--- src/rtl/qdft_pkg.sv ---
// ----------------------------------------------------------------------------
// qdft_pkg
// Shared types and constants of the quoted delimited field tokenizer.
// ----------------------------------------------------------------------------
package qdft_pkg;

  localparam int unsigned CharW    = 16;
  localparam int unsigned AddrW    = 3;
  localparam int unsigned DataW    = 32;
  localparam int unsigned MaxSlots = 3;

  localparam logic [CharW-1:0] QuoteChar  = 16'h0022;
  localparam logic [CharW-1:0] DelimReset = 16'd44;

  // register index (paddr above the byte offset)
  localparam logic [AddrW-3:0] RegDelim = 1'b0;

  typedef enum logic [1:0] {
    KIND_CHAR      = 2'd0,
    KIND_FIELD_END = 2'd1,
    KIND_RECORD_OK = 2'd2,
    KIND_ERROR     = 2'd3
  } kind_e;

  typedef enum logic [1:0] {
    ERR_NONE           = 2'd0,
    ERR_AFTER_CLOSE    = 2'd1,
    ERR_QUOTE_UNQUOTED = 2'd2,
    ERR_UNTERMINATED   = 2'd3
  } err_e;

  typedef struct packed {
    kind_e kind;
    err_e  err;
  } slot_t;

  // all results caused by one request
  typedef struct packed {
    logic [1:0]                count;
    slot_t [MaxSlots-1:0]      slots;
    logic [CharW-1:0]          char_value;
  } entry_t;

endpackage

--- src/rtl/qdft_front.sv ---
// ----------------------------------------------------------------------------
// qdft_front
// Accepts characters, tracks the quoting state and classifies each request
// into a bundle of up to three results for the queue.
// ----------------------------------------------------------------------------
module qdft_front (
  input  logic                    clk_i,
  input  logic                    rst_ni,
  input  logic                    in_valid_i,
  output logic                    in_stall_o,
  input  logic [15:0]             code_unit_i,
  input  logic                    record_end_i,
  input  logic [15:0]             delim_i,
  input  logic                    q_full_i,
  output logic                    push_o,
  output qdft_pkg::entry_t        entry_o
);
  import qdft_pkg::*;

  typedef enum logic [4:0] {
    MODE_UNQUOTED = 5'b00001,
    MODE_QUOTED   = 5'b00010,
    MODE_PENDQ    = 5'b00100,
    MODE_CLOSED   = 5'b01000,
    MODE_DISCARD  = 5'b10000
  } mode_e;

  mode_e mode_q, mode_d;
  logic  nonempty_q, nonempty_d;
  logic  accept;

  entry_t entry;

  always_comb begin
    mode_e      m;
    logic       ne;
    logic       handled;
    err_e       err;
    logic [1:0] n;
    logic       is_quote;
    logic       is_delim;

    m        = mode_q;
    ne       = nonempty_q;
    handled  = 1'b0;
    err      = ERR_NONE;
    n        = 2'd0;
    is_quote = (code_unit_i == QuoteChar);
    is_delim = (code_unit_i == delim_i);
    entry.slots      = '0;
    entry.char_value = code_unit_i;

    if (mode_q == MODE_DISCARD) begin
      if (record_end_i) begin
        m  = MODE_UNQUOTED;
        ne = 1'b0;
      end
    end else begin
      if (mode_q == MODE_PENDQ) begin
        if (is_quote) begin
          entry.slots[n] = slot_t'{KIND_CHAR, ERR_NONE};
          n       = n + 2'd1;
          m       = MODE_QUOTED;
          handled = 1'b1;
        end else begin
          m = MODE_CLOSED;
        end
      end

      if (!handled) begin
        case (m)
          MODE_QUOTED: begin
            if (is_quote) begin
              m = record_end_i ? MODE_CLOSED : MODE_PENDQ;
            end else begin
              entry.slots[n] = slot_t'{KIND_CHAR, ERR_NONE};
              n = n + 2'd1;
            end
          end
          MODE_CLOSED: begin
            if (is_delim) begin
              entry.slots[n] = slot_t'{KIND_FIELD_END, ERR_NONE};
              n  = n + 2'd1;
              m  = MODE_UNQUOTED;
              ne = 1'b0;
            end else begin
              err = ERR_AFTER_CLOSE;
            end
          end
          default: begin
            m = MODE_UNQUOTED;
            if (is_delim) begin
              entry.slots[n] = slot_t'{KIND_FIELD_END, ERR_NONE};
              n  = n + 2'd1;
              ne = 1'b0;
            end else if (is_quote) begin
              if (ne) begin
                err = ERR_QUOTE_UNQUOTED;
              end else begin
                m = MODE_QUOTED;
              end
            end else begin
              entry.slots[n] = slot_t'{KIND_CHAR, ERR_NONE};
              n  = n + 2'd1;
              ne = 1'b1;
            end
          end
        endcase
      end

      if (err != ERR_NONE) begin
        entry.slots[n] = slot_t'{KIND_ERROR, err};
        n  = n + 2'd1;
        m  = record_end_i ? MODE_UNQUOTED : MODE_DISCARD;
        ne = 1'b0;
      end else if (record_end_i) begin
        if (m == MODE_QUOTED || m == MODE_PENDQ) begin
          entry.slots[n] = slot_t'{KIND_ERROR, ERR_UNTERMINATED};
          n = n + 2'd1;
        end else begin
          entry.slots[n] = slot_t'{KIND_FIELD_END, ERR_NONE};
          n = n + 2'd1;
          entry.slots[n] = slot_t'{KIND_RECORD_OK, ERR_NONE};
          n = n + 2'd1;
        end
        m  = MODE_UNQUOTED;
        ne = 1'b0;
      end
    end

    // a quote escaped by a doubled quote is the only char not taken verbatim
    if (mode_q == MODE_PENDQ) begin
      entry.char_value = QuoteChar;
    end

    entry.count = n;
    mode_d      = m;
    nonempty_d  = ne;
  end

  assign accept     = in_valid_i & ~q_full_i;
  assign in_stall_o = q_full_i;
  assign push_o     = accept & (entry.count != 2'd0);
  assign entry_o    = entry;

  always_ff @(posedge clk_i or negedge rst_ni) begin
    if (!rst_ni) begin
      mode_q     <= MODE_UNQUOTED;
      nonempty_q <= 1'b0;
    end else if (accept) begin
      mode_q     <= mode_d;
      nonempty_q <= nonempty_d;
    end
  end

endmodule

--- src/rtl/qdft_queue.sv ---
// ----------------------------------------------------------------------------
// qdft_queue
// Small FIFO of result bundles between the front and the back.
// ----------------------------------------------------------------------------
module qdft_queue #(
  parameter int unsigned Depth = 4
) (
  input  logic                          clk_i,
  input  logic                          rst_ni,
  input  logic                          push_i,
  input  qdft_pkg::entry_t              entry_i,
  input  logic                          pop_i,
  output logic                          full_o,
  output logic                          valid_o,
  output qdft_pkg::entry_t              entry_o,
  output logic [$clog2(Depth+1)-1:0]    level_o
);
  import qdft_pkg::*;

  localparam int unsigned PtrW = (Depth > 1) ? $clog2(Depth) : 1;
  localparam int unsigned CntW = $clog2(Depth+1);

  entry_t            mem_q [Depth];
  logic [PtrW-1:0]   wr_ptr_q, wr_ptr_d;
  logic [PtrW-1:0]   rd_ptr_q, rd_ptr_d;
  logic [CntW-1:0]   count_q, count_d;
  logic              do_push, do_pop;

  assign full_o  = (count_q == CntW'(Depth));
  assign valid_o = (count_q != '0);
  assign entry_o = mem_q[rd_ptr_q];
  assign level_o = count_q;

  assign do_push = push_i & ~full_o;
  assign do_pop  = pop_i & valid_o;

  always_comb begin
    wr_ptr_d = wr_ptr_q;
    rd_ptr_d = rd_ptr_q;
    count_d  = count_q;
    if (do_push) begin
      wr_ptr_d = (wr_ptr_q == PtrW'(Depth-1)) ? '0 : wr_ptr_q + PtrW'(1);
    end
    if (do_pop) begin
      rd_ptr_d = (rd_ptr_q == PtrW'(Depth-1)) ? '0 : rd_ptr_q + PtrW'(1);
    end
    if (do_push && !do_pop) begin
      count_d = count_q + CntW'(1);
    end else if (do_pop && !do_push) begin
      count_d = count_q - CntW'(1);
    end
  end

  always_ff @(posedge clk_i or negedge rst_ni) begin
    if (!rst_ni) begin
      wr_ptr_q <= '0;
      rd_ptr_q <= '0;
      count_q  <= '0;
    end else begin
      wr_ptr_q <= wr_ptr_d;
      rd_ptr_q <= rd_ptr_d;
      count_q  <= count_d;
    end
  end

  always_ff @(posedge clk_i) begin
    if (do_push) begin
      mem_q[wr_ptr_q] <= entry_i;
    end
  end

endmodule

--- src/rtl/qdft_back.sv ---
// ----------------------------------------------------------------------------
// qdft_back
// Walks the head bundle's results one per cycle, unless stalled, into the
// output register and pops the bundle after its last result.
// ----------------------------------------------------------------------------
module qdft_back (
  input  logic                clk_i,
  input  logic                rst_ni,
  input  logic                q_valid_i,
  input  qdft_pkg::entry_t    q_entry_i,
  output logic                q_pop_o,
  output logic                out_valid_o,
  input  logic                out_stall_i,
  output logic [1:0]          kind_o,
  output logic [15:0]         char_value_o,
  output logic [1:0]          error_code_o,
  output logic                last_of_run_o
);
  import qdft_pkg::*;

  logic [1:0]       idx_q, idx_d;
  logic             out_valid_q, out_valid_d;
  kind_e            kind_q;
  err_e             err_q;
  logic [CharW-1:0] char_q;
  logic             last_q;

  logic  load;
  logic  last;
  slot_t slot;

  assign load = q_valid_i & (~out_valid_q | ~out_stall_i);
  assign slot = q_entry_i.slots[idx_q];
  assign last = (idx_q == q_entry_i.count - 2'd1);

  assign q_pop_o = load & last;

  always_comb begin
    idx_d       = idx_q;
    out_valid_d = out_valid_q;
    if (load) begin
      idx_d       = last ? 2'd0 : idx_q + 2'd1;
      out_valid_d = 1'b1;
    end else if (!out_stall_i) begin
      out_valid_d = 1'b0;
    end
  end

  always_ff @(posedge clk_i or negedge rst_ni) begin
    if (!rst_ni) begin
      idx_q       <= 2'd0;
      out_valid_q <= 1'b0;
    end else begin
      idx_q       <= idx_d;
      out_valid_q <= out_valid_d;
    end
  end

  always_ff @(posedge clk_i) begin
    if (load) begin
      kind_q <= slot.kind;
      err_q  <= slot.err;
      char_q <= (slot.kind == KIND_CHAR) ? q_entry_i.char_value : '0;
      last_q <= last;
    end
  end

  assign out_valid_o   = out_valid_q;
  assign kind_o        = kind_q;
  assign char_value_o  = char_q;
  assign error_code_o  = err_q;
  assign last_of_run_o = last_q;

endmodule

--- src/rtl/quoted_delimited_field_tokenizer.sv ---
// ----------------------------------------------------------------------------
// quoted_delimited_field_tokenizer
// Splits a stream of 16-bit characters into double-quoted or plain fields.
// ----------------------------------------------------------------------------
// Input channel: one character per request (code_unit_i, record_end_i marks
// the last character of a record), valid/stall handshake.
// Output channel: field characters, end-of-field, end-of-record and error
// results; last_of_run_o flags the final result of one input request.
// Config: APB-style port, field_delimiter at byte address 0 (reset ',').
// Flow: the first result of a request is written into the bundle queue and
// then loaded into the output register. Throughput: one request per cycle
// while each gives at most one result and the output is not stalled; a
// request giving two or three results shows them in turn through the single
// output register of the back end; one giving no result pushes nothing.
// The front end and back end are joined by a QueueDepth-entry bundle queue;
// in_stall_o rises only when that queue is full, so a stalled receiver backs
// up into the queue and then into the input.
// Reset clears the parse state, the queue and the output valid; the
// delimiter returns to ','. A write to the delimiter applies to the next
// accepted request.
// ----------------------------------------------------------------------------
module quoted_delimited_field_tokenizer #(
  parameter int unsigned QueueDepth = 4
) (
  input  logic                         clk_i,
  input  logic                         rst_ni,
  input  logic                         in_valid_i,
  output logic                         in_stall_o,
  input  logic [15:0]                  code_unit_i,
  input  logic                         record_end_i,
  output logic                         out_valid_o,
  input  logic                         out_stall_i,
  output logic [1:0]                   kind_o,
  output logic [15:0]                  char_value_o,
  output logic [1:0]                   error_code_o,
  output logic                         last_of_run_o,
  input  logic                         psel,
  input  logic                         penable,
  input  logic                         pwrite,
  input  logic [qdft_pkg::AddrW-1:0]   paddr,
  input  logic [qdft_pkg::DataW-1:0]   pwdata,
  output logic [qdft_pkg::DataW-1:0]   prdata,
  output logic                         pready
);
  import qdft_pkg::*;

  logic [CharW-1:0] delim_q;
  logic             reg_hit;

  logic    push;
  entry_t  push_entry;
  logic    q_full;
  logic    q_valid;
  entry_t  q_entry;
  logic    q_pop;
  logic [$clog2(QueueDepth+1)-1:0] q_level;

  assign pready  = 1'b1;
  assign reg_hit = (paddr[AddrW-1:2] == RegDelim);
  assign prdata  = reg_hit ? {{(DataW-CharW){1'b0}}, delim_q} : '0;

  always_ff @(posedge clk_i or negedge rst_ni) begin
    if (!rst_ni) begin
      delim_q <= DelimReset;
    end else if (psel && penable && pwrite && reg_hit) begin
      delim_q <= pwdata[CharW-1:0];
    end
  end

  qdft_front u_front (
    .clk_i        (clk_i),
    .rst_ni       (rst_ni),
    .in_valid_i   (in_valid_i),
    .in_stall_o   (in_stall_o),
    .code_unit_i  (code_unit_i),
    .record_end_i (record_end_i),
    .delim_i      (delim_q),
    .q_full_i     (q_full),
    .push_o       (push),
    .entry_o      (push_entry)
  );

  qdft_queue #(
    .Depth (QueueDepth)
  ) u_queue (
    .clk_i   (clk_i),
    .rst_ni  (rst_ni),
    .push_i  (push),
    .entry_i (push_entry),
    .pop_i   (q_pop),
    .full_o  (q_full),
    .valid_o (q_valid),
    .entry_o (q_entry),
    .level_o (q_level)
  );

  qdft_back u_back (
    .clk_i         (clk_i),
    .rst_ni        (rst_ni),
    .q_valid_i     (q_valid),
    .q_entry_i     (q_entry),
    .q_pop_o       (q_pop),
    .out_valid_o   (out_valid_o),
    .out_stall_i   (out_stall_i),
    .kind_o        (kind_o),
    .char_value_o  (char_value_o),
    .error_code_o  (error_code_o),
    .last_of_run_o (last_of_run_o)
  );

  a_char_zero: assert property (@(posedge clk_i) disable iff (!rst_ni)
    out_valid_o && kind_o != KIND_CHAR |-> char_value_o == '0)
    else $error("char_value set on a marker result");

  a_err_kind: assert property (@(posedge clk_i) disable iff (!rst_ni)
    out_valid_o |-> ((error_code_o != ERR_NONE) == (kind_o == KIND_ERROR)))
    else $error("error_code and kind disagree");

  a_rec_last: assert property (@(posedge clk_i) disable iff (!rst_ni)
    out_valid_o && (kind_o == KIND_RECORD_OK || kind_o == KIND_ERROR)
      |-> last_of_run_o)
    else $error("record end or error is not the last result");

  a_q_level: assert property (@(posedge clk_i) disable iff (!rst_ni)
    q_level <= ($clog2(QueueDepth+1))'(QueueDepth) && (in_stall_o == q_full))
    else $error("queue level out of range");

endmodule
--- config.mk ---
export PLATFORM = sky130hd
export DESIGN_NAME = quoted_delimited_field_tokenizer
export DESIGN_NICKNAME = d
export VERILOG_FILES = /design/src/rtl/qdft_pkg.sv /design/src/rtl/qdft_front.sv /design/src/rtl/qdft_queue.sv /design/src/rtl/qdft_back.sv /design/src/rtl/quoted_delimited_field_tokenizer.sv
export SDC_FILE = /design/constraint.sdc
export NUM_CORES = 1
export LEC_CHECK = 0
export ABC_AREA = 1
export BUFFER_PORTS_ARGS = -buffer_cell sky130_fd_sc_hd__buf_2
export CORE_ASPECT_RATIO = 1.25
export CORE_MARGIN = 4
export CORE_UTILIZATION = 45
export DETAILED_ROUTE_END_ITERATION = 8
export GPL_TIMING_DRIVEN = 1
export PLACE_DENSITY_LB_ADDON = 0.05
export SYNTH_ARGS = -nofsm -noshare
export SYNTH_HDL_FRONTEND = slang
export SYNTH_SLANG_ARGS = --single-unit
--- constraint.sdc ---
create_clock -name clk_i -period 3.65 [get_ports clk_i]
set_input_delay 0.365 -clock clk_i [delete_from_list [all_inputs] [get_ports clk_i]]
set_output_delay 0.365 -clock clk_i [all_outputs]
set_load 0.02 [all_outputs]
==> results.cfg <==
[critical_path]
reg2reg_depth = 24
cp_data_required_time_ps = 3950
worstSetupEndpointType = flop
crit_arrival_ps = 3690
critPathKind = flop to flop
cp_max_fo = 7
cp-startpoint = delim_q[3]$_DFFE_PN1P_
r2r_slack_ps = 260
reg2reg_from = delim_q[3]$_DFFE_PN1P_
startpoint_type = flop
regToRegEndpoint = u_queue.level_o[1]$_DFFE_PN0P_
critPathCapture = u_queue.level_o[1]$_DFFE_PN0P_

[layout]
final_cell_count_no_fill = 1106
final_core_util = 0.534
layout_commonest_cell = nor2_1
nNetsFinal = 939
num_antenna_cells = 0
seq_area_sq_mm = 0.00504
fillers = 1544
synthToLayoutAreaGrowth_pct = 17.0
drive_gt1_frac = 0.197
final_cell_mix = nor2_1, edfxtp_1, nand2_1
multi_input_comb_area_sq_mm = 0.00247

[route]
routed_wl_mm = 17.3
first_iter_violations = 479
drt_pass1_iterations = 5
wl_per_cell_microns = 15.7
ant_nets = 0
vias = 5507
post_drt_via_cell_ratio = 4.98
route.detailed.drc = 0

[logic_synthesis]
yosys-top-cells-area = edfxtp_1, dfrtp_1, nor2_1
synthAdderAreaFrac = 0.0183
synth_compound_area_frac = 0.0883
synth.avg_cell_area_sq_um = 10.2
synth-simple-area-share = 0.185
synth_cells = 776
synth_top_family_by_area = simple AND/OR/NAND/NOR gates
yosysWarnings = 0
synth_xor_xnor_area_share = 0.00553
yosysUniqueCellTypes = 42
ys_ff_latch = 173
synth_top_area_share = 0.534
syn-cell-area_sq_mm = 0.00792
yosysTopAreaCell = edfxtp_1
synth.mux.area_fraction = 0.00142
ys_seq_area_frac = 0.636

[clocking]
cts_sinks = 173
clock_latency_ps = 420
tritoncts = yes
h-tree-depth = 4
cts_buffers = 17
clockRootBuffer = clkbuf_16
path_clk_slew_ps = 60
clockBufferDepth = 2

[sta]
min_period_over_period = 0.928
slew_viol_final = 0
finalSetupViolations = 0
worst_slack_ps = 264
clock_skew_ps = 13.1
min_period_ps = 3390
tightest_slew_ps = 838
slew_headroom = 0.437
finalHoldViolations = 0
max_freq_ghz = 0.295

[die]
die_area_sq_mm = 0.0198
fp.coreArea_sq_mm = 0.0174
die_w_microns = 127
boundaryPins = 115
start_util = 0.456
rows = 54
die_h_microns = 156

[pwr]
cellPowerDensity_mw_per_mm2 = 754
power.total_uw = 6990
p_leak_uw = 0.00390
ir_worst_vdd_mv = 0.356

[run_status]
outcome = finished clean

[global_routing]
grt_pass1_wl_mm = 27.8
track_usage = 0.180
grt_pass1_vias = 5394
antenna_found_initial = 0
grt_overflow = 0
grt_max_degree = 45

[placed_design]
place_inst = 1071
dp_hpwl_mm = 11.5
gp_congestion = 0.786
port_buffers = 79
pre_cts_slack_ps = 80.8

[run]
drv_cap = 0

[min_path]
hp-class = primary input to async pin
[timing repair]
| action | CTS | global route |
|---|---|---|
| hold buffers | 0 | 0 |
| endpoints found under the setup margin | 0 | 2 |
| setup buffers | 0 | 3 |
| endpoints found under the hold margin | 0 | 0 |
| resized for setup | 0 | 11 |
[worst min-delay path by stage]
stage,depth (start not counted),slack [ps],end,startpoint
after global placement,2,470,u_back.out_valid_o$_DFFE_PN0P_,u_back.out_valid_o$_DFFE_PN0P_
after floorplan,0,70,delim_q[0]$_DFFE_PN0P_,rst_ni
after global routing,1,70,u_queue.level_o[2]$_DFFE_PN0P_,rst_ni
after detailed placement,1,490,u_queue.level_o[2]$_DFFE_PN0P_,rst_ni
after CTS,1,30,u_queue.level_o[2]$_DFFE_PN0P_,rst_ni
final,1,30,u_queue.wr_ptr_q[1]$_DFFE_PN0P_,rst_ni
[final cells by class]
class                   count  area share
inverters                  72      0.0297
well taps                 224      0.0302
clock buffers              18      0.0463
multi-input cells         505       0.267
flip-flops and latches    173       0.544
clock inverters            14      0.0180
repair buffers            100      0.0651
[worst max-delay path: stages (launching register included)]
cell     delay, ps
dfstp_2        530
inv_1           60
nand2_1         50
nand2_1         60
nor2_2         100
nand2_1         50
nor2_1         110
nand2_2        100
nand2_1        100
nand2_1         50
nand2_1        100
nand3_4        120
ha_1           210
inv_1           90
nand3_1         80
nand2_1        110
nand2_1         70
nand3_2         90
nand2_4         90
nand2_8         90
inv_2           30
ha_1           160
inv_1          110
fa_2           440
mux2_2         270
[synth_stat cells, drive strengths merged]
| cell | n |
|---|---|
| a21oi | 44 |
| a221oi | 1 |
| a32o | 4 |
| a32oi | 1 |
| buf | 20 |
| clkbuf | 25 |
| clkinv | 1 |
| conb | 2 |
| dfrtp | 28 |
| dfstp | 4 |
| edfxtp | 141 |
| fa | 1 |
| ha | 10 |
| inv | 71 |
| mux2 | 1 |
| nand2 | 116 |
| nand3 | 23 |
| nand4 | 4 |
| nor2 | 190 |
| nor3 | 4 |
| o21ai | 64 |
| o221ai | 8 |
| o22ai | 5 |
| or2 | 3 |
| xnor2 | 1 |
| xor2 | 4 |
[layer usage]
metal	share of wire	global-route usage	up-vias
li1	-	-	2747
met1	0.45	0.236	2604
met2	0.49	0.304	138
met3	0.047	0.0362	18
met4	0.015	0.0537	0
met5	0	0	-
[metrics by stage]
| step | instance area, sq um | setup TNS, ps | hold WS [ps] |
|---|---|---|---|
| 2_1_floorplan | 8000 | 0 | 69.4 |
| 3_3_place_gp | 8620 | 0 | 472 |
| 3_5_place_dp | 8620 | 0 | 487 |
| 4_1_cts | 9220 | 0 | 33.6 |
| 5_1_grt | 9270 | -4.85 | 73.7 |
| 6_report | 9270 | 0 | 25.2 |
[power breakdown]
part | switching, uW | leakage, uW | internal [uW]
combinational | 1570 | 0.00194 | 734
clock | 736 | 0.000276 | 1080
sequential | 154 | 0.00168 | 2720
[registers in the layout, summed over array words and instances (netlist names)]
register	count
u_back.char_value_o	16
u_queue.wr_ptr_q	2
u_front.mode_q	5
u_queue.mem_q	120
u_back.out_valid_o	1
u_back.last_of_run_o	1
u_back.error_code_o	2
u_queue.rd_ptr_q	2
u_back.idx_q	2
u_front.nonempty_q	1
u_queue.level_o	3
u_back.kind_o	2
delim_q	16
[cell families after synthesis]
kind of cell,count (synthesis)
AOI/OAI and AO/OA,127
xor gates and xnor gates,5
adders and majority gates,11
buffers and inverters,117
DFF,173
muxes,1
other,2
and+or+nand+nor,340
No activity file was read; power rests on OpenSTA's default activity.
